File: src/sv/tww_pkg.sv
package tww_pkg;

    // Field widths
    localparam int CODE_W  = 21;
    localparam int ADV_W   = 12;
    localparam int X_W     = 16;
    localparam int Y_W     = 24;
    localparam int H_W     = 8;
    localparam int CFG_A_W = 2;
    localparam int CFG_D_W = 16;

    // Default word buffer depth
    localparam int WORD_CAPACITY_DEF = 32;

    // Configuration register indexes
    localparam logic [CFG_A_W-1:0] CFG_WRAP_WIDTH = 2'd0;
    localparam logic [CFG_A_W-1:0] CFG_LINE_H0    = 2'd1;
    localparam logic [CFG_A_W-1:0] CFG_LINE_H1    = 2'd2;

    // Configuration reset values
    localparam logic [X_W-1:0] WRAP_WIDTH_RST = 16'd8192;
    localparam logic [H_W-1:0] LINE_H0_RST    = 8'd46;
    localparam logic [H_W-1:0] LINE_H1_RST    = 8'd38;

    // Character codes
    localparam logic [CODE_W-1:0] CH_ESCAPE  = 21'd64;
    localparam logic [CODE_W-1:0] CH_NEWLINE = 21'd10;
    localparam logic [CODE_W-1:0] CH_SPACE   = 21'd32;
    localparam logic [CODE_W-1:0] CH_ZERO    = 21'd48;
    localparam logic [CODE_W-1:0] CH_ONE     = 21'd49;

    // Lowest line y
    localparam logic [Y_W-1:0] Y_MIN = 24'h800000;

    // One buffered word character
    typedef struct packed {
        logic [ADV_W-1:0]  adv;
        logic [CODE_W-1:0] code;
    } t_word_entry;

    // Word placement captured when a flush starts
    typedef struct packed {
        logic [X_W-1:0]        origin_x;
        logic signed [Y_W-1:0] line_y;
        logic                  font;
        logic                  overflowed;
    } t_flush_info;

    // Emitter states
    typedef enum logic {
        EM_IDLE,
        EM_READ
    } t_em_state;

    // Unsigned add, saturating at the top of 16 bits
    function automatic logic [X_W-1:0] sat_add16(input logic [X_W-1:0] a,
                                                 input logic [X_W-1:0] b);
        logic [X_W:0] s;
        s = {1'b0, a} + {1'b0, b};
        return s[X_W] ? {X_W{1'b1}} : s[X_W-1:0];
    endfunction

endpackage

File: src/sv/tww_word_mem.sv
module tww_word_mem #(
    parameter int DEPTH = tww_pkg::WORD_CAPACITY_DEF,
    parameter int AW    = $clog2(DEPTH)
) (
    input  logic                i_clk,
    input  logic                i_wr_en,
    input  logic [AW-1:0]       i_wr_addr,
    input  tww_pkg::t_word_entry i_wr_data,
    input  logic                i_rd_en,
    input  logic [AW-1:0]       i_rd_addr,
    output tww_pkg::t_word_entry o_rd_data
);

    tww_pkg::t_word_entry mem [DEPTH];
    tww_pkg::t_word_entry r_rd_data;

    // Write port
    always_ff @(posedge i_clk) begin
        if (i_wr_en) begin
            mem[i_wr_addr] <= i_wr_data;
        end
    end

    // Registered read, holds while not enabled
    always_ff @(posedge i_clk) begin
        if (i_rd_en) begin
            r_rd_data <= mem[i_rd_addr];
        end
    end

    assign o_rd_data = r_rd_data;

endmodule

File: src/sv/tww_emitter.sv
module tww_emitter #(
    parameter int WORD_CAPACITY = tww_pkg::WORD_CAPACITY_DEF,
    parameter int AW            = $clog2(WORD_CAPACITY)
) (
    input  logic                 i_clk,
    input  logic                 i_rst_n,
    // flush request from the character path
    input  logic                 i_start,
    input  logic [AW-1:0]        i_last_idx,
    input  tww_pkg::t_flush_info i_info,
    output logic                 o_busy,
    // word memory read port
    output logic                 o_rd_en,
    output logic [AW-1:0]        o_rd_addr,
    input  tww_pkg::t_word_entry i_rd_data,
    // result stream
    output logic                 o_valid,
    input  logic                 i_ready,
    output logic [tww_pkg::CODE_W-1:0] o_code,
    output logic                 o_font,
    output logic [tww_pkg::X_W-1:0] o_pen_x,
    output logic [tww_pkg::Y_W-1:0] o_pen_y,
    output logic                 o_last,
    output logic                 o_trunc
);

    tww_pkg::t_em_state r_state, n_state;
    tww_pkg::t_flush_info r_info;
    logic [AW-1:0]          r_rd_addr;
    logic [AW-1:0]          r_last_idx;
    logic                   r_rd_valid;
    logic                   r_rd_last;
    logic [tww_pkg::X_W-1:0] r_x;

    logic                   r_out_valid;
    logic [tww_pkg::CODE_W-1:0] r_out_code;
    logic                   r_out_font;
    logic [tww_pkg::X_W-1:0] r_out_x;
    logic [tww_pkg::Y_W-1:0] r_out_y;
    logic                   r_out_last;
    logic                   r_out_trunc;

    logic out_free;
    logic s1_move;
    logic rd_en;
    logic out_load;

    assign out_free = !r_out_valid || i_ready;
    assign s1_move  = !r_rd_valid || out_free;
    assign out_load = r_rd_valid && out_free;

    // Next state
    always_comb begin
        n_state = r_state;
        unique case (r_state)
            tww_pkg::EM_IDLE: begin
                if (i_start) begin
                    n_state = tww_pkg::EM_READ;
                end
            end
            tww_pkg::EM_READ: begin
                if (rd_en && (r_rd_addr == r_last_idx)) begin
                    n_state = tww_pkg::EM_IDLE;
                end
            end
            default: n_state = tww_pkg::EM_IDLE;
        endcase
    end

    // State outputs
    always_comb begin
        rd_en = 1'b0;
        unique case (r_state)
            tww_pkg::EM_IDLE: rd_en = 1'b0;
            tww_pkg::EM_READ: rd_en = s1_move;
            default:          rd_en = 1'b0;
        endcase
    end

    always_ff @(posedge i_clk) begin
        if (!i_rst_n) begin
            r_state <= tww_pkg::EM_IDLE;
        end else begin
            r_state <= n_state;
        end
    end

    // Read address and captured placement
    always_ff @(posedge i_clk) begin
        if (i_start) begin
            r_rd_addr  <= '0;
            r_last_idx <= i_last_idx;
            r_info     <= i_info;
        end else if (rd_en) begin
            r_rd_addr <= r_rd_addr + AW'(1);
        end
    end

    // Read stage valid
    always_ff @(posedge i_clk) begin
        if (!i_rst_n) begin
            r_rd_valid <= 1'b0;
        end else if (rd_en) begin
            r_rd_valid <= 1'b1;
        end else if (out_free) begin
            r_rd_valid <= 1'b0;
        end
    end

    always_ff @(posedge i_clk) begin
        if (rd_en) begin
            r_rd_last <= (r_rd_addr == r_last_idx);
        end
    end

    // Pen x runs along the word
    always_ff @(posedge i_clk) begin
        if (i_start) begin
            r_x <= i_info.origin_x;
        end else if (out_load) begin
            r_x <= tww_pkg::sat_add16(r_x, {{(tww_pkg::X_W-tww_pkg::ADV_W){1'b0}},
                                            i_rd_data.adv});
        end
    end

    // Output register
    always_ff @(posedge i_clk) begin
        if (!i_rst_n) begin
            r_out_valid <= 1'b0;
        end else if (out_load) begin
            r_out_valid <= 1'b1;
        end else if (i_ready) begin
            r_out_valid <= 1'b0;
        end
    end

    always_ff @(posedge i_clk) begin
        if (out_load) begin
            r_out_code  <= i_rd_data.code;
            r_out_font  <= r_info.font;
            r_out_x     <= r_x;
            r_out_y     <= r_info.line_y;
            r_out_last  <= r_rd_last;
            r_out_trunc <= r_info.overflowed;
        end
    end

    assign o_busy    = (r_state != tww_pkg::EM_IDLE) || r_rd_valid;
    assign o_rd_en   = rd_en;
    assign o_rd_addr = r_rd_addr;
    assign o_valid   = r_out_valid;
    assign o_code    = r_out_code;
    assign o_font    = r_out_font;
    assign o_pen_x   = r_out_x;
    assign o_pen_y   = r_out_y;
    assign o_last    = r_out_last;
    assign o_trunc   = r_out_trunc;

    // A new flush only starts once the previous word is fully read
    a_start_idle: assert property (@(posedge i_clk) disable iff (!i_rst_n)
        i_start |-> (r_state == tww_pkg::EM_IDLE) && !r_rd_valid)
        else $error("flush started while emitter busy");

    // A glyph waiting at the output holds until it is taken
    a_out_hold: assert property (@(posedge i_clk) disable iff (!i_rst_n)
        (r_out_valid && !i_ready) |=> r_out_valid && $stable(r_out_code)
            && $stable(r_out_x) && $stable(r_out_last))
        else $error("glyph changed under back-pressure");

    // Read stage holds its data while the output is stalled
    a_rd_hold: assert property (@(posedge i_clk) disable iff (!i_rst_n)
        (r_rd_valid && !out_free) |=> r_rd_valid && $stable(r_rd_last))
        else $error("read stage lost under back-pressure");

endmodule

File: src/sv/text_word_wrap_layout.sv
// Greedy word-wrap layout, one character per request.
// A character that closes no word starts no flush and ready stays high.
// A character that closes a word of L glyphs holds ready low while the word is read out:
// the word memory is read one entry a cycle unless the output stalls; each glyph passes
// the read register and the output register, one glyph a cycle unless the output stalls.
// Synchronous active-low reset clears control state, loads default configuration.
module text_word_wrap_layout #(
    parameter int WORD_CAPACITY = tww_pkg::WORD_CAPACITY_DEF
) (
    input  logic        i_clk,
    input  logic        i_rst_n,
    // configuration writes
    input  logic        i_cfg_we,
    input  logic [tww_pkg::CFG_A_W-1:0] i_cfg_index,
    input  logic [tww_pkg::CFG_D_W-1:0] i_cfg_data,
    // character requests
    input  logic        s_axis_tvalid,
    output logic        s_axis_tready,
    input  logic [39:0] s_axis_tdata,   // char_code[20:0], glyph_advance[32:21], zero pad
    input  logic        s_axis_tlast,   // end_of_text
    // placed glyphs
    output logic        m_axis_tvalid,
    input  logic        m_axis_tready,
    output logic [63:0] m_axis_tdata,   // glyph_code[20:0], pen_x[36:21], pen_y[60:37], pad
    output logic [1:0]  m_axis_tuser,   // font_index[0], word_truncated[1]
    output logic        m_axis_tlast    // last_in_run
);

    localparam int AW = $clog2(WORD_CAPACITY);
    localparam int LW = $clog2(WORD_CAPACITY + 1);
    localparam logic [LW-1:0] CAP = LW'(WORD_CAPACITY);

    localparam int X_W = tww_pkg::X_W;
    localparam int Y_W = tww_pkg::Y_W;
    localparam int H_W = tww_pkg::H_W;

    // Configuration
    logic [X_W-1:0] r_wrap_width;
    logic [H_W-1:0] r_line_h0;
    logic [H_W-1:0] r_line_h1;

    // Layout state
    logic [X_W-1:0] r_cursor_x,   n_cursor_x;
    logic [Y_W-1:0] r_line_y,     n_line_y;
    logic [H_W-1:0] r_cur_h,      n_cur_h;
    logic           r_font,       n_font;
    logic           r_esc,        n_esc;
    logic           r_word_open,  n_word_open;
    logic [X_W-1:0] r_origin_x,   n_origin_x;
    logic [X_W-1:0] r_word_width, n_word_width;
    logic [LW-1:0]  r_word_len,   n_word_len;
    logic           r_word_ovf,   n_word_ovf;

    // Request fields
    logic                       accept;
    logic [tww_pkg::CODE_W-1:0] in_code;
    logic [tww_pkg::ADV_W-1:0]  in_adv;
    logic                       in_eot;
    logic [X_W-1:0]             adv_x;

    // Word memory write and flush request
    logic                 wr_en;
    tww_pkg::t_word_entry wr_data;
    logic                 pre_flush;
    logic                 post_flush;
    logic                 flush_start;
    logic [AW-1:0]        flush_last;
    tww_pkg::t_flush_info flush_info;

    // Emitter links
    logic                 em_busy;
    logic                 rd_en;
    logic [AW-1:0]        rd_addr;
    tww_pkg::t_word_entry rd_data;

    logic [tww_pkg::CODE_W-1:0] out_code;
    logic                       out_font;
    logic [X_W-1:0]             out_x;
    logic [Y_W-1:0]             out_y;
    logic                       out_trunc;

    // Line step down with floor at the lowest y
    logic [Y_W:0]   down_diff;
    logic [Y_W-1:0] line_down;

    // Scratch for word characters
    logic [X_W-1:0] w_width0;
    logic [LW-1:0]  w_len0;
    logic [X_W-1:0] cur_sum;
    logic [H_W-1:0] esc_h;
    logic [H_W-1:0] font_h;

    assign in_code = s_axis_tdata[20:0];
    assign in_adv  = s_axis_tdata[32:21];
    assign in_eot  = s_axis_tlast;
    assign adv_x   = {{(X_W-tww_pkg::ADV_W){1'b0}}, in_adv};

    assign s_axis_tready = !em_busy;
    assign accept        = s_axis_tvalid && s_axis_tready;

    assign down_diff = {r_line_y[Y_W-1], r_line_y} - {{(Y_W+1-H_W){1'b0}}, r_cur_h};
    assign line_down = (down_diff[Y_W] != down_diff[Y_W-1]) ? tww_pkg::Y_MIN
                                                            : down_diff[Y_W-1:0];
    assign font_h    = r_font ? r_line_h1 : r_line_h0;

    // Configuration register writes
    always_ff @(posedge i_clk) begin
        if (!i_rst_n) begin
            r_wrap_width <= tww_pkg::WRAP_WIDTH_RST;
            r_line_h0    <= tww_pkg::LINE_H0_RST;
            r_line_h1    <= tww_pkg::LINE_H1_RST;
        end else if (i_cfg_we) begin
            unique case (i_cfg_index)
                tww_pkg::CFG_WRAP_WIDTH: r_wrap_width <= i_cfg_data;
                tww_pkg::CFG_LINE_H0:    r_line_h0    <= i_cfg_data[H_W-1:0];
                tww_pkg::CFG_LINE_H1:    r_line_h1    <= i_cfg_data[H_W-1:0];
                default: ;
            endcase
        end
    end

    // Character step: layout update, word store write and flush decision
    always_comb begin
        n_cursor_x   = r_cursor_x;
        n_line_y     = r_line_y;
        n_cur_h      = r_cur_h;
        n_font       = r_font;
        n_esc        = r_esc;
        n_word_open  = r_word_open;
        n_origin_x   = r_origin_x;
        n_word_width = r_word_width;
        n_word_len   = r_word_len;
        n_word_ovf   = r_word_ovf;
        wr_en        = 1'b0;
        wr_data      = '{adv: in_adv, code: in_code};
        pre_flush    = 1'b0;
        post_flush   = 1'b0;
        w_width0     = r_word_width;
        w_len0       = r_word_len;
        cur_sum      = '0;
        esc_h        = in_code[0] ? r_line_h1 : r_line_h0;

        if (r_esc) begin
            // font digit after the escape
            n_esc = 1'b0;
            if ((in_code == tww_pkg::CH_ZERO) || (in_code == tww_pkg::CH_ONE)) begin
                n_font = in_code[0];
                if ((r_cursor_x == '0) || (esc_h > r_cur_h)) begin
                    n_cur_h = esc_h;
                end
            end
        end else if (in_code == tww_pkg::CH_ESCAPE) begin
            pre_flush   = r_word_open;
            n_word_open = 1'b0;
            n_esc       = 1'b1;
        end else if (in_code == tww_pkg::CH_NEWLINE) begin
            pre_flush   = r_word_open;
            n_word_open = 1'b0;
            n_line_y    = line_down;
            n_cursor_x  = '0;
            n_cur_h     = font_h;
        end else begin
            if (in_code == tww_pkg::CH_SPACE) begin
                pre_flush   = r_word_open;
                n_word_open = 1'b0;
            end else begin
                // word character: open a word if none, then buffer it
                if (!r_word_open) begin
                    n_word_open = 1'b1;
                    n_origin_x  = r_cursor_x;
                    w_width0    = '0;
                    w_len0      = '0;
                    n_word_ovf  = 1'b0;
                end
                if (w_len0 < CAP) begin
                    wr_en      = 1'b1;
                    n_word_len = w_len0 + LW'(1);
                end else begin
                    n_word_len = w_len0;
                    n_word_ovf = 1'b1;
                end
                n_word_width = tww_pkg::sat_add16(w_width0, adv_x);
            end
            cur_sum    = tww_pkg::sat_add16(r_cursor_x, adv_x);
            n_cursor_x = cur_sum;
            // past the limit: a new line starts and the open word, if any, moves to it
            if (cur_sum > r_wrap_width) begin
                n_origin_x = '0;
                n_cursor_x = n_word_open ? n_word_width : '0;
                n_line_y   = line_down;
                n_cur_h    = font_h;
            end
        end

        if (in_eot) begin
            post_flush  = n_word_open;
            n_word_open = 1'b0;
            n_esc       = 1'b0;
        end
    end

    // Flush placement: before the update for closing characters, after it at end of text
    always_comb begin
        if (pre_flush) begin
            flush_info = '{origin_x: r_origin_x, line_y: r_line_y,
                           font: r_font, overflowed: r_word_ovf};
            flush_last = AW'(r_word_len - LW'(1));
        end else begin
            flush_info = '{origin_x: n_origin_x, line_y: n_line_y,
                           font: n_font, overflowed: n_word_ovf};
            flush_last = AW'(n_word_len - LW'(1));
        end
    end

    assign flush_start = accept && (pre_flush || post_flush);

    // Layout state registers
    always_ff @(posedge i_clk) begin
        if (!i_rst_n) begin
            r_cursor_x   <= '0;
            r_line_y     <= '0;
            r_cur_h      <= tww_pkg::LINE_H0_RST;
            r_font       <= 1'b0;
            r_esc        <= 1'b0;
            r_word_open  <= 1'b0;
            r_origin_x   <= '0;
            r_word_width <= '0;
            r_word_len   <= '0;
            r_word_ovf   <= 1'b0;
        end else if (accept) begin
            r_cursor_x   <= n_cursor_x;
            r_line_y     <= n_line_y;
            r_cur_h      <= n_cur_h;
            r_font       <= n_font;
            r_esc        <= n_esc;
            r_word_open  <= n_word_open;
            r_origin_x   <= n_origin_x;
            r_word_width <= n_word_width;
            r_word_len   <= n_word_len;
            r_word_ovf   <= n_word_ovf;
        end
    end

    tww_word_mem #(
        .DEPTH (WORD_CAPACITY),
        .AW    (AW)
    ) u_word_mem (
        .i_clk     (i_clk),
        .i_wr_en   (accept && wr_en),
        .i_wr_addr (w_len0[AW-1:0]),
        .i_wr_data (wr_data),
        .i_rd_en   (rd_en),
        .i_rd_addr (rd_addr),
        .o_rd_data (rd_data)
    );

    tww_emitter #(
        .WORD_CAPACITY (WORD_CAPACITY),
        .AW            (AW)
    ) u_emitter (
        .i_clk      (i_clk),
        .i_rst_n    (i_rst_n),
        .i_start    (flush_start),
        .i_last_idx (flush_last),
        .i_info     (flush_info),
        .o_busy     (em_busy),
        .o_rd_en    (rd_en),
        .o_rd_addr  (rd_addr),
        .i_rd_data  (rd_data),
        .o_valid    (m_axis_tvalid),
        .i_ready    (m_axis_tready),
        .o_code     (out_code),
        .o_font     (out_font),
        .o_pen_x    (out_x),
        .o_pen_y    (out_y),
        .o_last     (m_axis_tlast),
        .o_trunc    (out_trunc)
    );

    assign m_axis_tdata = {3'b000, out_y, out_x, out_code};
    assign m_axis_tuser = {out_trunc, out_font};

    // Buffered word never grows past the memory depth
    a_len_bound: assert property (@(posedge i_clk) disable iff (!i_rst_n)
        r_word_len <= CAP)
        else $error("word length beyond capacity");

    // End of text leaves no open word and no pending escape
    a_eot_closes: assert property (@(posedge i_clk) disable iff (!i_rst_n)
        (accept && in_eot) |=> !r_word_open && !r_esc)
        else $error("state left open after end of text");

    // An open word always has at least one stored character to flush
    a_open_nonempty: assert property (@(posedge i_clk) disable iff (!i_rst_n)
        r_word_open |-> (r_word_len != '0))
        else $error("open word with empty buffer");

endmodule

File: config.mk
export PLATFORM = sky130hd
export DESIGN_NAME = text_word_wrap_layout
export DESIGN_NICKNAME = d
export VERILOG_FILES = /design/src/sv/tww_pkg.sv /design/src/sv/tww_word_mem.sv /design/src/sv/tww_emitter.sv /design/src/sv/text_word_wrap_layout.sv
export SDC_FILE = /design/constraint.sdc
export NUM_CORES = 2
export LEC_CHECK = 0
export BUFFER_PORTS_ARGS = -buffer_cell sky130_fd_sc_hd__buf_2
export CORE_ASPECT_RATIO = 0.5
export CORE_MARGIN = 1
export CORE_UTILIZATION = 35
export DETAILED_ROUTE_END_ITERATION = 16
export PLACE_DENSITY = 0.54
export SETUP_SLACK_MARGIN = 0.2
export SLEW_MARGIN = 10
export SYNTH_ARGS = -nofsm -noshare
export SYNTH_HDL_FRONTEND = slang
export SYNTH_SLANG_ARGS = --single-unit
File: constraint.sdc
create_clock -name i_clk -period 9.12 [get_ports i_clk]
set_input_delay 0.912 -clock i_clk [delete_from_list [all_inputs] [get_ports i_clk]]
set_output_delay 0.912 -clock i_clk [all_outputs]
set_load 0.1 [all_outputs]
==> run metrics <==
Avg Inst Size Synth about 18 um2; multi-input logic area between 10000 and 15000 um2; Sequential Area between 30000 and 40000 um2; H-tree depth 4; count of final max-slew check failures 0; Hold Crit Class input pin to flop; Max Cap Viol 0; Tcrit/Tclk final 0.694; critical path required time roughly 9.7 ns; Nets 3249; sequential fraction of the synthesis area 0.717; via count 28.5k; Crit. End Element flop; Data arrival, critical path between 6 and 7 ns; crit path launch s_axis_tdata[21]; Worst Path Max Fanout 34; row count just over 100; Congestion Overflow GR 0; Syn-to-layout area delta 13.9%; First-pass DRT Iterations 6; CTS tree built; Most used DFF post-synth edfxtp_1; share of the synthesized area in the top cell type 0.668; antenna violations before repair 15; maximum clock insertion buffer count 3; clock root buffer clkbuf_16; crit path kind input pin to flop; critical hold path startpoint i_cfg_data[13]; core box area 152000 um2; number of setup buffers added after CTS 0; largest net degree at the start of global routing between 100 and 150; startpoint types input pin; post-route antenna net violation count 0; Max Clk Rate 0.158 GHz; HPWL after DPL ~75000 um; Cells after Synth between 2k and 3k; YS warnings 0; DRT iter0 DRCs 2685; Fin. Hold Viols 0; area leader, netlist edfxtp_1; Final Worst Setup Slack approximately 2.8 ns; post-cts resize count 0; hold depth 3; Period minus WS final roughly 6.3 ns; Peak VDD IR between 0.0002 and 0.00025 V; DP Worst Slack around 2.0 ns; fill count 13.6k; first-pass GRT wire length approximately 200000 um; Worst-Margin Slew 1.24 ns; Total Routed Length between 100000 and 150000 um; Port Buf Inserts between 100 and 150; Die Footprint 156000 um2; top cells by area, synth edfxtp_1 67%, mux4_2 14%, dfxtp_1 4.8%, ha_1 1.7%, a21oi_1 1.2%; Synth Cell Area approximately 54000 um2; commonest non-fill, non-tap cells in the layout 1201 x edfxtp_1, 330 x mux4_2, 150 x nand2_1, 132 x clkbuf_16, 126 x a21oi_1; share of cells above drive strength 1 0.252; final setup TNS 0 ns; hold_buf cts 0; Starting Density 0.354; RSZ-0062 raised after global routing false; Final Hold Slack 0.401 ns; total CTS buffers 130; number of remaining DRC errors 0; status finished clean; total power 16.6 mW; clock-pin slew on the worst setup and hold paths approximately 0.060 ns; Cell variety after synth 73; Die X between 500 and 600 um; GP Congestion around 0.84; leakage power approximately 20 nW; commonest non-fill, non-tap cell in the layout edfxtp_1; Cell Pwr Density around 270 nW/um2; GRT Util Overall 0.177; asr flop ratio synth 0; drt wl/cell between 20 and 30 um; worst-skew pair later-pin latency 0.75 ns; Worst slew margin 0.171; number of synthesized flops with an enable pin 1201; Synth Register Bits 1331; DIE HEIGHT about 280 um; Worst Reg2Reg Path Length in Cells 17; final setup vio count 0; Post-Route Skew 0.0329 ns; vias per inst between 5 and 6; Clock Sinks 1331; r2r startpoint r_cursor_x[0]; vias in the first global route ~29k; Top Ports 133
[cells in the mapped netlist (5+ instances only)]
cell	instances
nand2b_1	17
ha_1	72
clkbuf_1	118
nand3b_1	6
a22oi_1	17
mux2_2	42
a31oi_1	8
a21oi_1	128
a221oi_1	19
o31a_1	9
nor4_1	22
a21o_1	22
nand3_1	29
nand2_1	150
o2bb2ai_1	7
a31o_2	5
nand4_1	12
nor2b_1	13
or2_2	7
mux4_2	330
o21ai_0	77
buf_1	28
a211oi_1	16
o31ai_1	11
buf_4	6
o211ai_1	8
nor2_1	116
inv_1	49
and4_1	5
xnor2_1	19
xor2_1	27
mux2i_1	42
and3_1	9
o21a_1	17
or3_1	11
nor3_1	42
a211o_1	5
dfxtp_1	130
and2_1	21
edfxtp_1	1201
[metal layers]
| metal | global-route usage | share of wire |
|---|---|---|
| met4 | 0.0453 | 0.020 |
| met5 | 0 | 0.00039 |
| met1 | 0.252 | 0.45 |
| met2 | 0.279 | 0.47 |
| met3 | 0.0347 | 0.064 |
[flip-flops by register name, indices dropped and copies added (netlist names), 5 cells and up]
name and cells:
r_cur_h 8, r_cursor_x 16, r_line_h0 8, r_line_h1 8
r_line_y 24, r_origin_x 16, r_word_len 6, r_word_width 16
r_wrap_width 16, u_emitter.o_code 21, u_emitter.o_pen_x 16, u_emitter.o_pen_y 24
u_emitter.o_rd_addr 5, u_emitter.r_info 26, u_emitter.r_last_idx 5, u_emitter.r_x 16
u_word_mem.mem 1056, u_word_mem.o_rd_data 33
[final cells by class]
class                      instances  share of cell area
tap                             2060              0.0419
multi-input combinational       1404               0.240
sequential                      1331               0.629
antenna                            4            0.000163
clock buffer                     167              0.0562
timing repair buffer             191              0.0186
clock inverter                    65              0.0104
inverter                          51             0.00311
[stage by stage]
step | util | area (um2) | cells
after global placement | 0.376 | 57300 | 5036
final | 0.403 | 61500 | 5273
after detailed placement | 0.376 | 57300 | 5036
after global routing | 0.403 | 61500 | 5272
after floorplan | - | 54000 | 2940
after CTS | 0.403 | 61400 | 5268
[worst max-delay path, cell delays in order]
cell and delay, ns:
buf_2 0.31, ha_1 0.35, fa_1 0.44, a211oi_1 0.34, o21ai_0 0.20, a221o_1 0.36, a31o_2 0.30, nand3_1 0.40
nand2_1 0.22, ha_1 0.34, and4_1 0.21, nand4_1 0.12, a21oi_1 0.14, o31a_1 0.56, o21ai_1 0.42, nor2_1 0.57
nand2_1 0.31, o31ai_1 0.31
[power breakdown]
| part | switching, mW | internal (mW) |
|---|---|---|
| combinational | 2.28 | 1.86 |
| sequential | 0.241 | 6.94 |
| clock | 2.32 | 2.96 |
| total | 4.84 | 11.8 |
[logic make-up (layout without fill, tap and decap cells)]
family                     count (synthesis)  count (layout)  synth area share
xor gates and xnor gates                  46              46           0.00747
adders and majority gates                 76              76            0.0182
other                                      1               7         0.0000695
and+or+nand+nor                          478             478            0.0426
buffers and inverters                    205             474            0.0148
DFF                                     1331            1331             0.717
muxes                                    414             414             0.154
AOI/OAI and AO/OA                        387             387            0.0460
[path summary, 6_finish.rpt]
kind	to	slack, ns
worst max register to register	u_emitter.r_info[13]	3.08
worst min register to register	u_emitter.o_code[14]	0.42
worst min-delay path	r_wrap_width[13]	0.40
worst max-delay path	u_emitter.r_info[13]	2.79
No activity file was read; power rests on OpenSTA's default activity.
